`config.mk`:
```
export PLATFORM = sky130hd
export DESIGN_NAME = gds_cfg
export DESIGN_NICKNAME = d
export VERILOG_FILES = /design/src/rtl/core/gds_pkg.sv /design/src/rtl/core/gds_cfg.sv
export SDC_FILE = /design/constraint.sdc
export NUM_CORES = 1
export LEC_CHECK = 0
export BUFFER_PORTS_ARGS = -buffer_cell sky130_fd_sc_hd__buf_2
export CAP_MARGIN = 20
export CORE_ASPECT_RATIO = 1.4
export CORE_MARGIN = 2
export CORE_UTILIZATION = 25
export DETAILED_ROUTE_END_ITERATION = 6
export GPL_TIMING_DRIVEN = 0
export RECOVER_POWER = 50
export SYNTH_ARGS = -nofsm -noshare
export SYNTH_HDL_FRONTEND = slang
export SYNTH_SLANG_ARGS = --single-unit
```
`constraint.sdc`:
```
create_clock -name i_clk -period 1.5 [get_ports i_clk]
set_input_delay 0.3 -clock i_clk [delete_from_list [all_inputs] [get_ports i_clk]]
set_output_delay 0.3 -clock i_clk [all_outputs]
set_load 0.005 [all_outputs]
```
`src/rtl/core/gds_pkg.sv`:
```
// ----------------------------------------------------------------------------
// gds_pkg
// Shared constants, register codes and types of the grid divergence stencil.
// ----------------------------------------------------------------------------
package gds_pkg;

    localparam int MAX_X     = 64;
    localparam int MAX_Y     = 64;
    localparam int DATA_BITS = 32;
    localparam int FRAC_BITS = 16;

    localparam int FIELD_W = 32;
    localparam int SIZE_W  = 7;
    localparam int PLANE_W = 16;
    localparam int COEF_W  = 32;
    localparam int LANES   = 3;

    localparam int COL_W = $clog2(MAX_X);
    localparam int ROW_W = $clog2(MAX_Y);
    localparam int XS_W  = $clog2(MAX_X + 1);
    localparam int YS_W  = $clog2(MAX_Y + 1);
    localparam int CELLS = MAX_X * MAX_Y;
    localparam int IDX_W = $clog2(CELLS);

    localparam int ADDR_W    = 5;
    localparam int REG_IDX_W = ADDR_W - 2;
    localparam int PDATA_W   = 32;

    localparam logic [REG_IDX_W-1:0] REG_SIZE_X = REG_IDX_W'(0);
    localparam logic [REG_IDX_W-1:0] REG_SIZE_Y = REG_IDX_W'(1);
    localparam logic [REG_IDX_W-1:0] REG_SIZE_Z = REG_IDX_W'(2);
    localparam logic [REG_IDX_W-1:0] REG_INV_DX = REG_IDX_W'(3);
    localparam logic [REG_IDX_W-1:0] REG_INV_DY = REG_IDX_W'(4);
    localparam logic [REG_IDX_W-1:0] REG_INV_DZ = REG_IDX_W'(5);

    localparam logic [SIZE_W-1:0]  SIZE_XY_RST = SIZE_W'(64);
    localparam logic [PLANE_W-1:0] SIZE_Z_RST  = PLANE_W'(64);
    localparam logic [COEF_W-1:0]  COEF_RST    = COEF_W'(65536);

    localparam int MAG_W    = DATA_BITS + 1;
    localparam int PROD_W   = MAG_W + COEF_W;
    localparam int RND_W    = PROD_W - FRAC_BITS;
    localparam int CAP_BITS = 60;
    localparam int TMAG_W   = (RND_W < CAP_BITS + 1) ? RND_W : CAP_BITS + 1;
    localparam int EXT_W    = (RND_W > CAP_BITS + 1) ? RND_W : CAP_BITS + 1;
    localparam int TERM_W   = TMAG_W + 1;
    localparam int SUM_W    = TERM_W + 2;

    typedef struct packed {
        logic [SIZE_W-1:0]  size_x;
        logic [SIZE_W-1:0]  size_y;
        logic [PLANE_W-1:0] size_z;
        logic [COEF_W-1:0]  inv_two_dx;
        logic [COEF_W-1:0]  inv_two_dy;
        logic [COEF_W-1:0]  inv_two_dz;
    } t_cfg;

    typedef struct packed {
        logic interior;
        logic last;
    } t_ctl;

    typedef struct packed {
        logic [DATA_BITS-1:0] u_p;
        logic [DATA_BITS-1:0] u_m;
        logic [DATA_BITS-1:0] v_p;
        logic [DATA_BITS-1:0] v_m;
        logic [DATA_BITS-1:0] w_new;
        logic [DATA_BITS-1:0] w_old;
    } t_taps;

endpackage

```
`src/rtl/core/gds_cfg.sv`:
```
// ----------------------------------------------------------------------------
// gds_cfg
// Configuration register file behind the APB-style port.
// ----------------------------------------------------------------------------
module gds_cfg (
    input  logic                        i_clk,
    input  logic                        i_rst_n,
    input  logic                        psel,
    input  logic                        penable,
    input  logic                        pwrite,
    input  logic [gds_pkg::ADDR_W-1:0]  paddr,
    input  logic [gds_pkg::PDATA_W-1:0] pwdata,
    output logic [gds_pkg::PDATA_W-1:0] prdata,
    output logic                        pready,
    output gds_pkg::t_cfg               o_cfg
);

    gds_pkg::t_cfg                      r_cfg;
    logic [gds_pkg::REG_IDX_W-1:0]      reg_idx;
    logic                               wr_en;

    assign pready  = 1'b1;
    assign reg_idx = paddr[gds_pkg::ADDR_W-1:2];
    assign wr_en   = psel && penable && pwrite;
    assign o_cfg   = r_cfg;

    always_ff @(posedge i_clk) begin
        if (!i_rst_n) begin
            r_cfg.size_x     <= gds_pkg::SIZE_XY_RST;
            r_cfg.size_y     <= gds_pkg::SIZE_XY_RST;
            r_cfg.size_z     <= gds_pkg::SIZE_Z_RST;
            r_cfg.inv_two_dx <= gds_pkg::COEF_RST;
            r_cfg.inv_two_dy <= gds_pkg::COEF_RST;
            r_cfg.inv_two_dz <= gds_pkg::COEF_RST;
        end else if (wr_en) begin
            unique case (reg_idx)
                gds_pkg::REG_SIZE_X: begin
                    r_cfg.size_x <= pwdata[gds_pkg::SIZE_W-1:0];
                end
                gds_pkg::REG_SIZE_Y: begin
                    r_cfg.size_y <= pwdata[gds_pkg::SIZE_W-1:0];
                end
                gds_pkg::REG_SIZE_Z: begin
                    r_cfg.size_z <= pwdata[gds_pkg::PLANE_W-1:0];
                end
                gds_pkg::REG_INV_DX: begin
                    r_cfg.inv_two_dx <= pwdata[gds_pkg::COEF_W-1:0];
                end
                gds_pkg::REG_INV_DY: begin
                    r_cfg.inv_two_dy <= pwdata[gds_pkg::COEF_W-1:0];
                end
                gds_pkg::REG_INV_DZ: begin
                    r_cfg.inv_two_dz <= pwdata[gds_pkg::COEF_W-1:0];
                end
                default: begin
                end
            endcase
        end
    end

    always_comb begin
        unique case (reg_idx)
            gds_pkg::REG_SIZE_X: prdata = gds_pkg::PDATA_W'(r_cfg.size_x);
            gds_pkg::REG_SIZE_Y: prdata = gds_pkg::PDATA_W'(r_cfg.size_y);
            gds_pkg::REG_SIZE_Z: prdata = gds_pkg::PDATA_W'(r_cfg.size_z);
            gds_pkg::REG_INV_DX: prdata = gds_pkg::PDATA_W'(r_cfg.inv_two_dx);
            gds_pkg::REG_INV_DY: prdata = gds_pkg::PDATA_W'(r_cfg.inv_two_dy);
            gds_pkg::REG_INV_DZ: prdata = gds_pkg::PDATA_W'(r_cfg.inv_two_dz);
            default:             prdata = '0;
        endcase
    end

endmodule

```
==> impl_metrics.tcl, run 1 <==
set metrics [dict create \
    n_fill_cell 2276 \
    hold_path_class "primary input to flop" \
    tns_ns -1.339 \
    synth_top_family_by_area "multiplexers" \
    startpoint_type "flop" \
    slew_headroom_pct 46.47 \
    grt_overflow 0 \
    cts_root_buffer "clkbuf_16" \
    multi_input_area_sq_um 2967 \
    setup_viol 9 \
    finalWirelength_um 21660 \
    path_buf_inv 2 \
    area_delta_synth_final_pct 44.88 \
    p_leak_nw 3.682 \
    die_y_um 180.7 \
    worstRegToRegCells 2 \
    final_util_pct 36.93 \
    dieArea_sq_um 23520 \
    cts_tree "yes" \
    grt_pass1_vias 5164 \
    period_minus_slack_ns 1.736 \
    grtUsageTotal_pct 18.41 \
    routabilityCongestion 0.7772 \
    dp_hpwl_um 14940 \
    synthesis.area_sq_um 5573 \
    slew_violations 0 \
    netlist_instances 565 \
    grt_max_degree 17 \
    synth-simple-area-share_pct 12.33 \
    synth_cell_types 28 \
    largest_reg_flops 126 \
    rr_endpoint "o_cfg[80]$_SDFFE_PN1P_" \
    drv_cap 0 \
    grt_pass1_wl_um 31620 \
    clk_pin_slew_worst_paths_ns 0.06 \
    arrival_ns 1.44 \
    synth-adder-area-share_pct 0 \
    reg2reg_slack_ns 0.74 \
    cp-end-kind "output pin" \
    hold_viol 0 \
    min-delay-start "pwdata[19]" \
    critPathMaxStageDelay_ns 0.47 \
    clk_path_buf_depth 2 \
    wire_per_inst_um 19.49 \
    synth_compound_area_share_pct 6.646 \
    synth.avg_cell_area_sq_um 9.863 \
    synth-async-reset-ratio_pct 0 \
    clk_latency_ns 0.41 \
    violations "setup timing" \
    timing.rr.start "o_cfg[80]$_SDFFE_PN1P_" \
    final_net_count 841 \
    synth-xor-area-share_pct 0 \
    yosys_register_bits 126 \
    num_rows 64 \
    layout_commonest_cell "buf_2" \
    hold_depth 3 \
    cts_hold_buf 0 \
    max_freq_mhz 575.9 \
    dr.pass1.iters 4 \
    num_vias 5045 \
    worst_pin_slew_ns 0.8029 \
    start_util_pct 25.49 \
    crit_path_cell_trace "mux4_2 > inv_2 > o22ai_1 > buf_2" \
    period_share_pct 115.8 \
    final_cell_mix "buf_2 (159), mux2i_1 (158), nand2_1 (151)" \
    synth_edf_count 0 \
    required_ns 1.20 \
    register_area_sq_um 2531 \
    holdPathEnd "o_cfg[19]$_SDFFE_PN0P_" \
    ant_nets 0 \
    p_total_mw 8.360 \
    htree_levels 4 \
    drive_gt1_share_pct 35.47 \
    synth-warning-count 0 \
    path_delay_family "multiplexers" \
    rsz0062_at_grt "yes" \
    avgViaCountPerCell 4.541 \
    synth-main-ff-cell "dfxtp_1" \
    crit_fanout 2 \
    drc 0 \
    die_width_um 130.2 \
    grt_antenna_before_repair 2 \
    p_per_area_nw_per_um2 1035 \
    synth_mux_area_share_pct 31.07 \
    skew_ns 0 \
    cts_buffers 17 \
    vdd_drop_max_mv 0.7471 \
    drt_iter0_drc 141 \
    synth_fp_nets 607 \
    synth.yosys.seq_area_share_pct 45.26 \
    status "finished, violations left" \
    io_pins 201 \
    io_buffers 195 \
    criticalPathCategory "flop to output pin" \
    fin_ws_ns -0.2363 \
    core_area_sq_um 21860 \
    crit_slowest_cell "mux4_2" \
    cts_sinks 126 \
]
cell type report:
| cell class | instances | share of cell area, % |
|---|---|---|
| multi-input combinational | 390 | 36.74 |
| sequential | 126 | 31.35 |
| timing repair buffer | 217 | 14.92 |
| clock buffer | 20 | 5.656 |
| tap | 297 | 4.603 |
| buffer | 44 | 4.556 |
| clock inverter | 12 | 1.968 |
| inverter | 3 | 0.1395 |
| antenna | 2 | 0.06199 |
kinds of logic (layout without fill, tap and decap cells):
| kind of cell | after synthesis | after routing |
|---|---|---|
| buffers and inverters | 49 | 296 |
| AOI/OAI and AO/OA | 50 | 50 |
| muxes | 171 | 171 |
| other | 1 | 3 |
| and+or+nand+nor | 168 | 168 |
| DFF | 126 | 126 |
synthesized netlist by cell type (2+ instances only):
master	n	area (sq um)
o21ai_0	9	45.04
buf_6	3	33.78
buf_1	3	11.26
buf_2	11	55.05
a22oi_1	6	45.04
o2bb2ai_1	16	140.1
o311ai_0	2	17.52
o22ai_1	10	62.56
buf_4	10	75.07
dfxtp_1	126	2522
nand2_1	151	566.8
nor2_1	4	15.01
mux2i_1	164	1642
nand2b_1	2	12.51
inv_1	3	11.26
a2bb2oi_1	6	52.55
nor2b_1	4	25.02
clkbuf_1	19	71.32
mux2_2	6	67.56
or3_1	2	12.51
repair_timing:
item | in CTS | in global routing
pin swaps | 6 | 7
setup buffers | 12 | 6
gates cloned | 4 | 2
setup endpoints to repair | 32 | 81
resized for setup | 79 | 70
per-stage QoR:
stage / std cells / instance area (sq um) / worst slack, ns / hold WS [ns]
2_1_floorplan: 565 / 5573 / 0.02132 / 0.4607
3_3_place_gp: 1057 / 6920 / -0.9259 / 0.4544
3_5_place_dp: 1057 / 6920 / -0.8984 / 0.4631
4_1_cts: 1105 / 8003 / -0.2767 / 0.1593
5_1_grt: 1111 / 8074 / -0.3002 / 0.1778
6_report: 1111 / 8074 / -0.2363 / 0.1864
power by group:
part | total (mW) | internal, mW | switching (mW)
Clock | 4.31 | 2.72 | 1.60
Combinational | 0.651 | 0.269 | 0.382
Sequential | 3.39 | 3.37 | 0.0222
worst max-delay path by stage:
| stage | start | depth (start not counted) | to |
|---|---|---|---|
| 3_5_place_dp | paddr[4] | 6 | prdata[3] |
| 4_1_cts | o_cfg[69]$_SDFFE_PN0P_ | 4 | prdata[5] |
| 2_1_floorplan | paddr[4] | 4 | prdata[16] |
| 5_1_grt | o_cfg[69]$_SDFFE_PN0P_ | 4 | prdata[5] |
| 3_3_place_gp | paddr[4] | 6 | prdata[3] |
| 6_report | o_cfg[69]$_SDFFE_PN0P_ | 4 | prdata[5] |
worst reg2reg max path: cells and delay by family, from the launching register on:
| kind | cells | cell delay (ns) |
|---|---|---|
| AOI/OAI and AO/OA | 2 | 0.22 |
| DFF | 1 | 0.43 |
metal layers:
metal / vias up / global-route usage [%] / wire (um)
li1: 2443 / - / -
met1: 2412 / 21.40 / 9130
met2: 160 / 32.36 / 10980
met3: 30 / 3.860 / 927
met4: 0 / 7.441 / 622
met5: - / 0 / 0
Power figures use the tool's default switching activity.
==> run 2: changes to the inputs <==
--- a/config.mk
+++ b/config.mk
@@ -9,10 +9,12 @@
 export CAP_MARGIN = 20
 export CORE_ASPECT_RATIO = 1.4
 export CORE_MARGIN = 2
-export CORE_UTILIZATION = 25
+export CORE_UTILIZATION = 40
 export DETAILED_ROUTE_END_ITERATION = 6
 export GPL_TIMING_DRIVEN = 0
+export PLACE_DENSITY = 0.67
 export RECOVER_POWER = 50
+export SLEW_MARGIN = 5
 export SYNTH_ARGS = -nofsm -noshare
 export SYNTH_HDL_FRONTEND = slang
 export SYNTH_SLANG_ARGS = --single-unit
==> impl_metrics.tcl, run 2 (synthesis gave the netlist of run 1 again) <==
set metrics [dict create \
    fin_ws_ns -0.2699 \
    dp_slack_ns -0.7472 \
    required_ns 1.20 \
    p_total_mw 7.912 \
    route.met3.wl_um 1120 \
    slew_headroom_pct 52.02 \
    cts_tree "yes" \
    crit_fanout 2 \
    final_cell_mix "mux2i_1 (160), nand2_1 (151), buf_2 (144)" \
    slew_violations 0 \
    drive_gt1_share_pct 32.09 \
    comb_power_share_pct 7.7 \
    skew_ns 0 \
    avgViaCountPerCell 5.215 \
    worst_pin_slew_ns 0.7197 \
    arrival_ns 1.47 \
    p_leak_nw 3.531 \
    swShare_pct 23.89 \
    violations "setup timing" \
    grt_pass1_vias 5222 \
    num_rows 51 \
    reg2reg_slack_ns 0.78 \
    layout_commonest_cell "mux2i_1" \
    hold_viol 0 \
    n_fill_cell 1299 \
    dp_hpwl_um 13450 \
    io_pins 201 \
    p_int_mw 6.022 \
    drv_cap 0 \
    startpoint_type "flop" \
    multi_input_area_sq_um 3019 \
    cts_buffers 17 \
    drc 0 \
    p_clk_share_pct 49.4 \
    num_vias 5173 \
    htree_levels 4 \
    wire_per_inst_um 19.34 \
    core_area_sq_um 13780 \
    period_minus_slack_ns 1.770 \
    die_y_um 143.7 \
    register_area_sq_um 2525 \
    highest_layer "met4" \
    finalWirelength_um 19180 \
    rsz0062_at_grt "yes" \
    clk_latency_ns 0.41 \
    clk_pin_slew_worst_paths_ns 0.06 \
    dr.pass1.iters 4 \
    wl_met1_um 7585 \
    period_share_pct 118.0 \
    cp-end-kind "output pin" \
    route.met2.wl_um 10170 \
    vdd_drop_max_mv 0.6421 \
    cts_root_buffer "clkbuf_16" \
    ant_nets 0 \
    routabilityCongestion 0.7968 \
    drt_iter0_drc 198 \
    clk_path_buf_depth 2 \
    setup_viol 32 \
    die_width_um 103.8 \
    num_antenna_cells 0 \
    grt_max_degree 17 \
    grt_pass1_wl_um 28530 \
    start_util_pct 40.43 \
    power_switching_mw 1.890 \
    p_per_area_nw_per_um2 1010 \
    largest_reg_flops 126 \
    status "finished, violations left" \
    grt_overflow 0 \
    area_delta_synth_final_pct 40.57 \
    max_freq_mhz 565.0 \
    seqPwrFrac_pct 42.9 \
    dieArea_sq_um 14910 \
    grtUsageTotal_pct 25.06 \
    criticalPathCategory "flop to output pin" \
    cts_sinks 126 \
    hold_path_class "primary input to flop" \
    grt_antenna_before_repair 0 \
    final_net_count 836 \
    io_buffers 195 \
]
## run 2: cell types whose count changed in the layout (fill, tap and decap cells not counted), moves of 8 or more
cell / previous run / this run
clkbuf_1: 45 / 72
o22ai_2: 1 / 9
o22ai_1: 9 / 1
clkbuf_2: 17 / 2
buf_2: 159 / 144
## run 2: stage by stage
stage | cell area, sq um | util [%] | TNS, ns | hold WS (ns) | cells
floorplan | 5573 | - | 0 | 0.4607 | 565
global placement | 6780 | 49.19 | -33.19 | 0.4551 | 945
detailed placement | 6780 | 49.19 | -38.20 | 0.4608 | 945
CTS | 7585 | 55.03 | -2.713 | 0.1757 | 984
global route | 7834 | 56.84 | -5.998 | 0.1815 | 992
finish | 7834 | 56.84 | -4.108 | 0.1848 | 992
## run 2: power by group through the flow
stage          Combinational, mW  Sequential, mW  Clock, mW
4_1_cts                    0.557            3.39       3.93
3_5_place_dp               0.487            3.47          0
3_3_place_gp               0.475            3.46          0
2_1_floorplan              0.270            3.46          0
5_1_grt                    0.648            3.40       4.10
6_report                   0.611            3.40       3.91
## run 2: repair_timing
action	CTS	global route
pin swaps	2	5
gates resized for setup	48	59
setup buffers	5	6
setup endpoints to repair	32	32
hold buffers	0	0
cloned	2	2
## run 2: path summary, 6_finish.rpt
check                                              from                endpoint  cells after the start
worst max-delay path            o_cfg[117]$_SDFFE_PN0P_               prdata[5]                      4
worst min-delay path                         pwdata[27]  o_cfg[27]$_SDFFE_PN0P_                      3
worst max register to register   o_cfg[80]$_SDFFE_PN1P_  o_cfg[80]$_SDFFE_PN1P_                      2
worst min register to register   o_cfg[64]$_SDFFE_PN0P_  o_cfg[64]$_SDFFE_PN0P_                      2
## run 2: layout make-up
| cell class | instances | area share (%) |
|---|---|---|
| well taps | 185 | 2.955 |
| clock inverters | 10 | 1.134 |
| flip-flops and latches | 126 | 32.23 |
| clock buffers | 22 | 6.053 |
| plain buffers | 46 | 4.808 |
| repair buffers | 210 | 14.14 |
| inverters | 3 | 0.1437 |
| multi-input cells | 390 | 38.54 |
## run 2: metal layers
metal  up-vias  track usage (%)
li1       2421                -
met1      2544            27.41
met2       189            46.08
met3        19            6.757
met4         0            10.17
met5         -                0
## run 2: critical path: stages (launching register included)
cell	delay, ns
dfxtp_2	0.32
mux4_2	0.47
inv_2	0.07
o22ai_2	0.06
buf_2	0.14
==> run 3: changes to the inputs <==
--- a/config.mk
+++ b/config.mk
@@ -9,10 +9,10 @@
 export CAP_MARGIN = 20
 export CORE_ASPECT_RATIO = 1.4
 export CORE_MARGIN = 2
-export CORE_UTILIZATION = 40
+export CORE_UTILIZATION = 50
 export DETAILED_ROUTE_END_ITERATION = 6
 export GPL_TIMING_DRIVEN = 0
-export PLACE_DENSITY = 0.67
+export PLACE_DENSITY = 0.8
 export RECOVER_POWER = 50
 export SLEW_MARGIN = 5
 export SYNTH_ARGS = -nofsm -noshare
==> impl_metrics.tcl, run 3 (synthesis gave the netlist of run 1 again) <==
set metrics [dict create \
    critPathLaunch "o_cfg[69]$_SDFFE_PN0P_" \
    arrival_ns 1.46 \
    largest_reg_flops 126 \
    hold_viol 0 \
    final_util_pct 73.47 \
    n_fill_cell 804 \
    seqPwrFrac_pct 39.9 \
    die_width_um 93.23 \
    drv_cap 0 \
    io_pins 201 \
    drt_iter0_drc 217 \
    crit_fanout 2 \
    startpoint_type "flop" \
    core_area_sq_um 10870 \
    area_delta_synth_final_pct 43.26 \
    cts_sinks 126 \
    dpl.cell_count 901 \
    tns_ns -1.272 \
    timing.hold.ws_ns 0.1858 \
    reg2reg_slack_ns 0.75 \
    htree_levels 4 \
    p_leak_nw 3.812 \
    cp-end-kind "output pin" \
    power_switching_mw 1.810 \
    criticalPathCategory "flop to output pin" \
    period_share_pct 117.2 \
    hold_path_class "primary input to flop" \
    setup_viol 10 \
    skew_ns 0 \
    drive_gt1_share_pct 40.30 \
    num_rows 45 \
    grt_pass1_wl_um 26820 \
    worstRegToRegCells 2 \
    routabilityCongestion 0.8501 \
    max_freq_mhz 568.6 \
    grt_overflow 0 \
    num_antenna_cells 0 \
    worst_pin_slew_ns 0.7389 \
    wire_per_inst_um 19.80 \
    rr_endpoint "o_cfg[120]$_SDFFE_PN0P_" \
    period_minus_slack_ns 1.759 \
    slew_violations 0 \
    cts_tree "yes" \
    avgViaCountPerCell 5.561 \
    comb_power_share_pct 7.3 \
    start_util_pct 51.28 \
    violations "setup timing" \
    rsz0062_at_grt "yes" \
    p_clk_share_pct 52.8 \
    drc 0 \
    clk_path_buf_depth 2 \
    finalWirelength_um 18710 \
    p_total_mw 8.518 \
    grt_max_degree 17 \
    slew_headroom_pct 50.74 \
    dr.pass1.iters 6 \
    cts_hold_buf 0 \
    final_net_count 834 \
    layout_commonest_cell "buf_2" \
    dp_hpwl_um 12620 \
    ant_nets 0 \
    required_ns 1.20 \
    status "finished, violations left" \
    cts_buffers 17 \
    swShare_pct 21.25 \
    fin_ws_ns -0.2587 \
    cts_root_buffer "clkbuf_16" \
    p_int_mw 6.708 \
    fin_cells 945 \
    timing.rr.start "o_cfg[120]$_SDFFE_PN0P_" \
    p_per_area_nw_per_um2 1067 \
    clk_latency_ns 0.41 \
    crit_path_cell_trace "mux4_2 > inv_2 > o22ai_2 > buf_2" \
    vdd_drop_max_mv 1.061 \
    critPathMaxStageDelay_ns 0.47 \
    grt_antenna_before_repair 0 \
    num_vias 5255 \
    io_buffers 195 \
    clk_pin_slew_worst_paths_ns 0.06 \
    die_y_um 128.9 \
    crit_slowest_cell "mux4_2" \
    grtUsageTotal_pct 29.30 \
    final_cell_mix "buf_2 (194), mux2i_1 (158), nand2_1 (151)" \
    endpoint "prdata[5]" \
    grt_pass1_vias 5065 \
    dieArea_sq_um 12020 \
]
-- run 3: cell types whose count changed in the layout (fill, tap and decap cells not counted), moves of 3 or more --
| cell | before | now |
|---|---|---|
| a22oi_1 | 5 | 2 |
| a22oi_2 | 1 | 4 |
| buf_2 | 144 | 194 |
| bufinv_16 | 1 | 5 |
| clkbuf_1 | 72 | 24 |
| clkinv_2 | 4 | 1 |
| clkinvlp_4 | 4 | 0 |
| dfxtp_1 | 124 | 110 |
| dfxtp_2 | 2 | 16 |
| o22ai_2 | 9 | 6 |
| o2bb2ai_1 | 4 | 1 |
| o2bb2ai_2 | 10 | 14 |
-- run 3: power groups by stage --
| stage | registers (mW) | clock network (mW) | logic, mW |
|---|---|---|---|
| 6_report | 3.40 | 4.50 | 0.621 |
| 5_1_grt | 3.40 | 4.66 | 0.650 |
| 4_1_cts | 3.40 | 4.49 | 0.551 |
| 3_5_place_dp | 3.47 | 0 | 0.472 |
| 3_3_place_gp | 3.46 | 0 | 0.460 |
| 2_1_floorplan | 3.46 | 0 | 0.270 |
-- run 3: how the worst min path moves through the flow --
| stage | endpoint | startpoint | cells past startpoint | slack (ns) |
|---|---|---|---|---|
| 5_1_grt | o_cfg[20]$_SDFFE_PN0P_ | pwdata[20] | 3 | 0.19 |
| 4_1_cts | o_cfg[56]$_SDFFE_PN0P_ | pwdata[24] | 3 | 0.18 |
| 3_3_place_gp | o_cfg[105]$_SDFFE_PN0P_ | o_cfg[105]$_SDFFE_PN0P_ | 2 | 0.46 |
| 3_5_place_dp | o_cfg[83]$_SDFFE_PN0P_ | o_cfg[83]$_SDFFE_PN0P_ | 2 | 0.46 |
| 6_report | o_cfg[20]$_SDFFE_PN0P_ | pwdata[20] | 3 | 0.19 |
| 2_1_floorplan | o_cfg[64]$_SDFFE_PN0P_ | o_cfg[64]$_SDFFE_PN0P_ | 2 | 0.46 |
-- run 3: final cells by class --
cell class	count	area (sq um)	area share (%)
Buffer	46	387.9	4.858
Timing Repair Buffer	208	1175	14.72
Sequential cell	126	2542	31.84
Inverter	3	11.26	0.1410
Multi-Input combinational cell	390	3050	38.21
Clock buffer	25	485.5	6.081
Clock inverter	6	155.1	1.943
Tap cell	141	176.4	2.210
-- run 3: worst max-delay path: cells and delay by family (launching register included) --
kind / cells / cell delay (ns)
AOI/OAI and AO/OA: 1 / 0.05
buffers and inverters: 2 / 0.20
DFF: 1 / 0.32
muxes: 1 / 0.47
-- run 3: stage by stage --
step	cell area (sq um)	worst slack (ns)
floorplan	5573	0.02132
global placement	6725	-0.6662
detailed placement	6725	-0.6817
CTS	7644	-0.2460
global route	7984	-0.2854
finish	7984	-0.2587
-- run 3: routing by layer --
| layer | vias to the layer above | global-route usage, % | routed length (um) |
|---|---|---|---|
| met5 | - | 0 | 0 |
| met3 | 45 | 7.611 | 1214 |
| met2 | 224 | 52.69 | 9820 |
| met1 | 2569 | 32.51 | 7041 |
| li1 | 2417 | - | - |
| met4 | 0 | 12.11 | 632 |
-- run 3: repair_timing --
action,CTS,global route
pin swaps,5,3
setup buffers,3,6
gates resized for setup,53,62
endpoints found under the hold margin,0,0
gates cloned,2,2
endpoints found under the setup margin,32,25
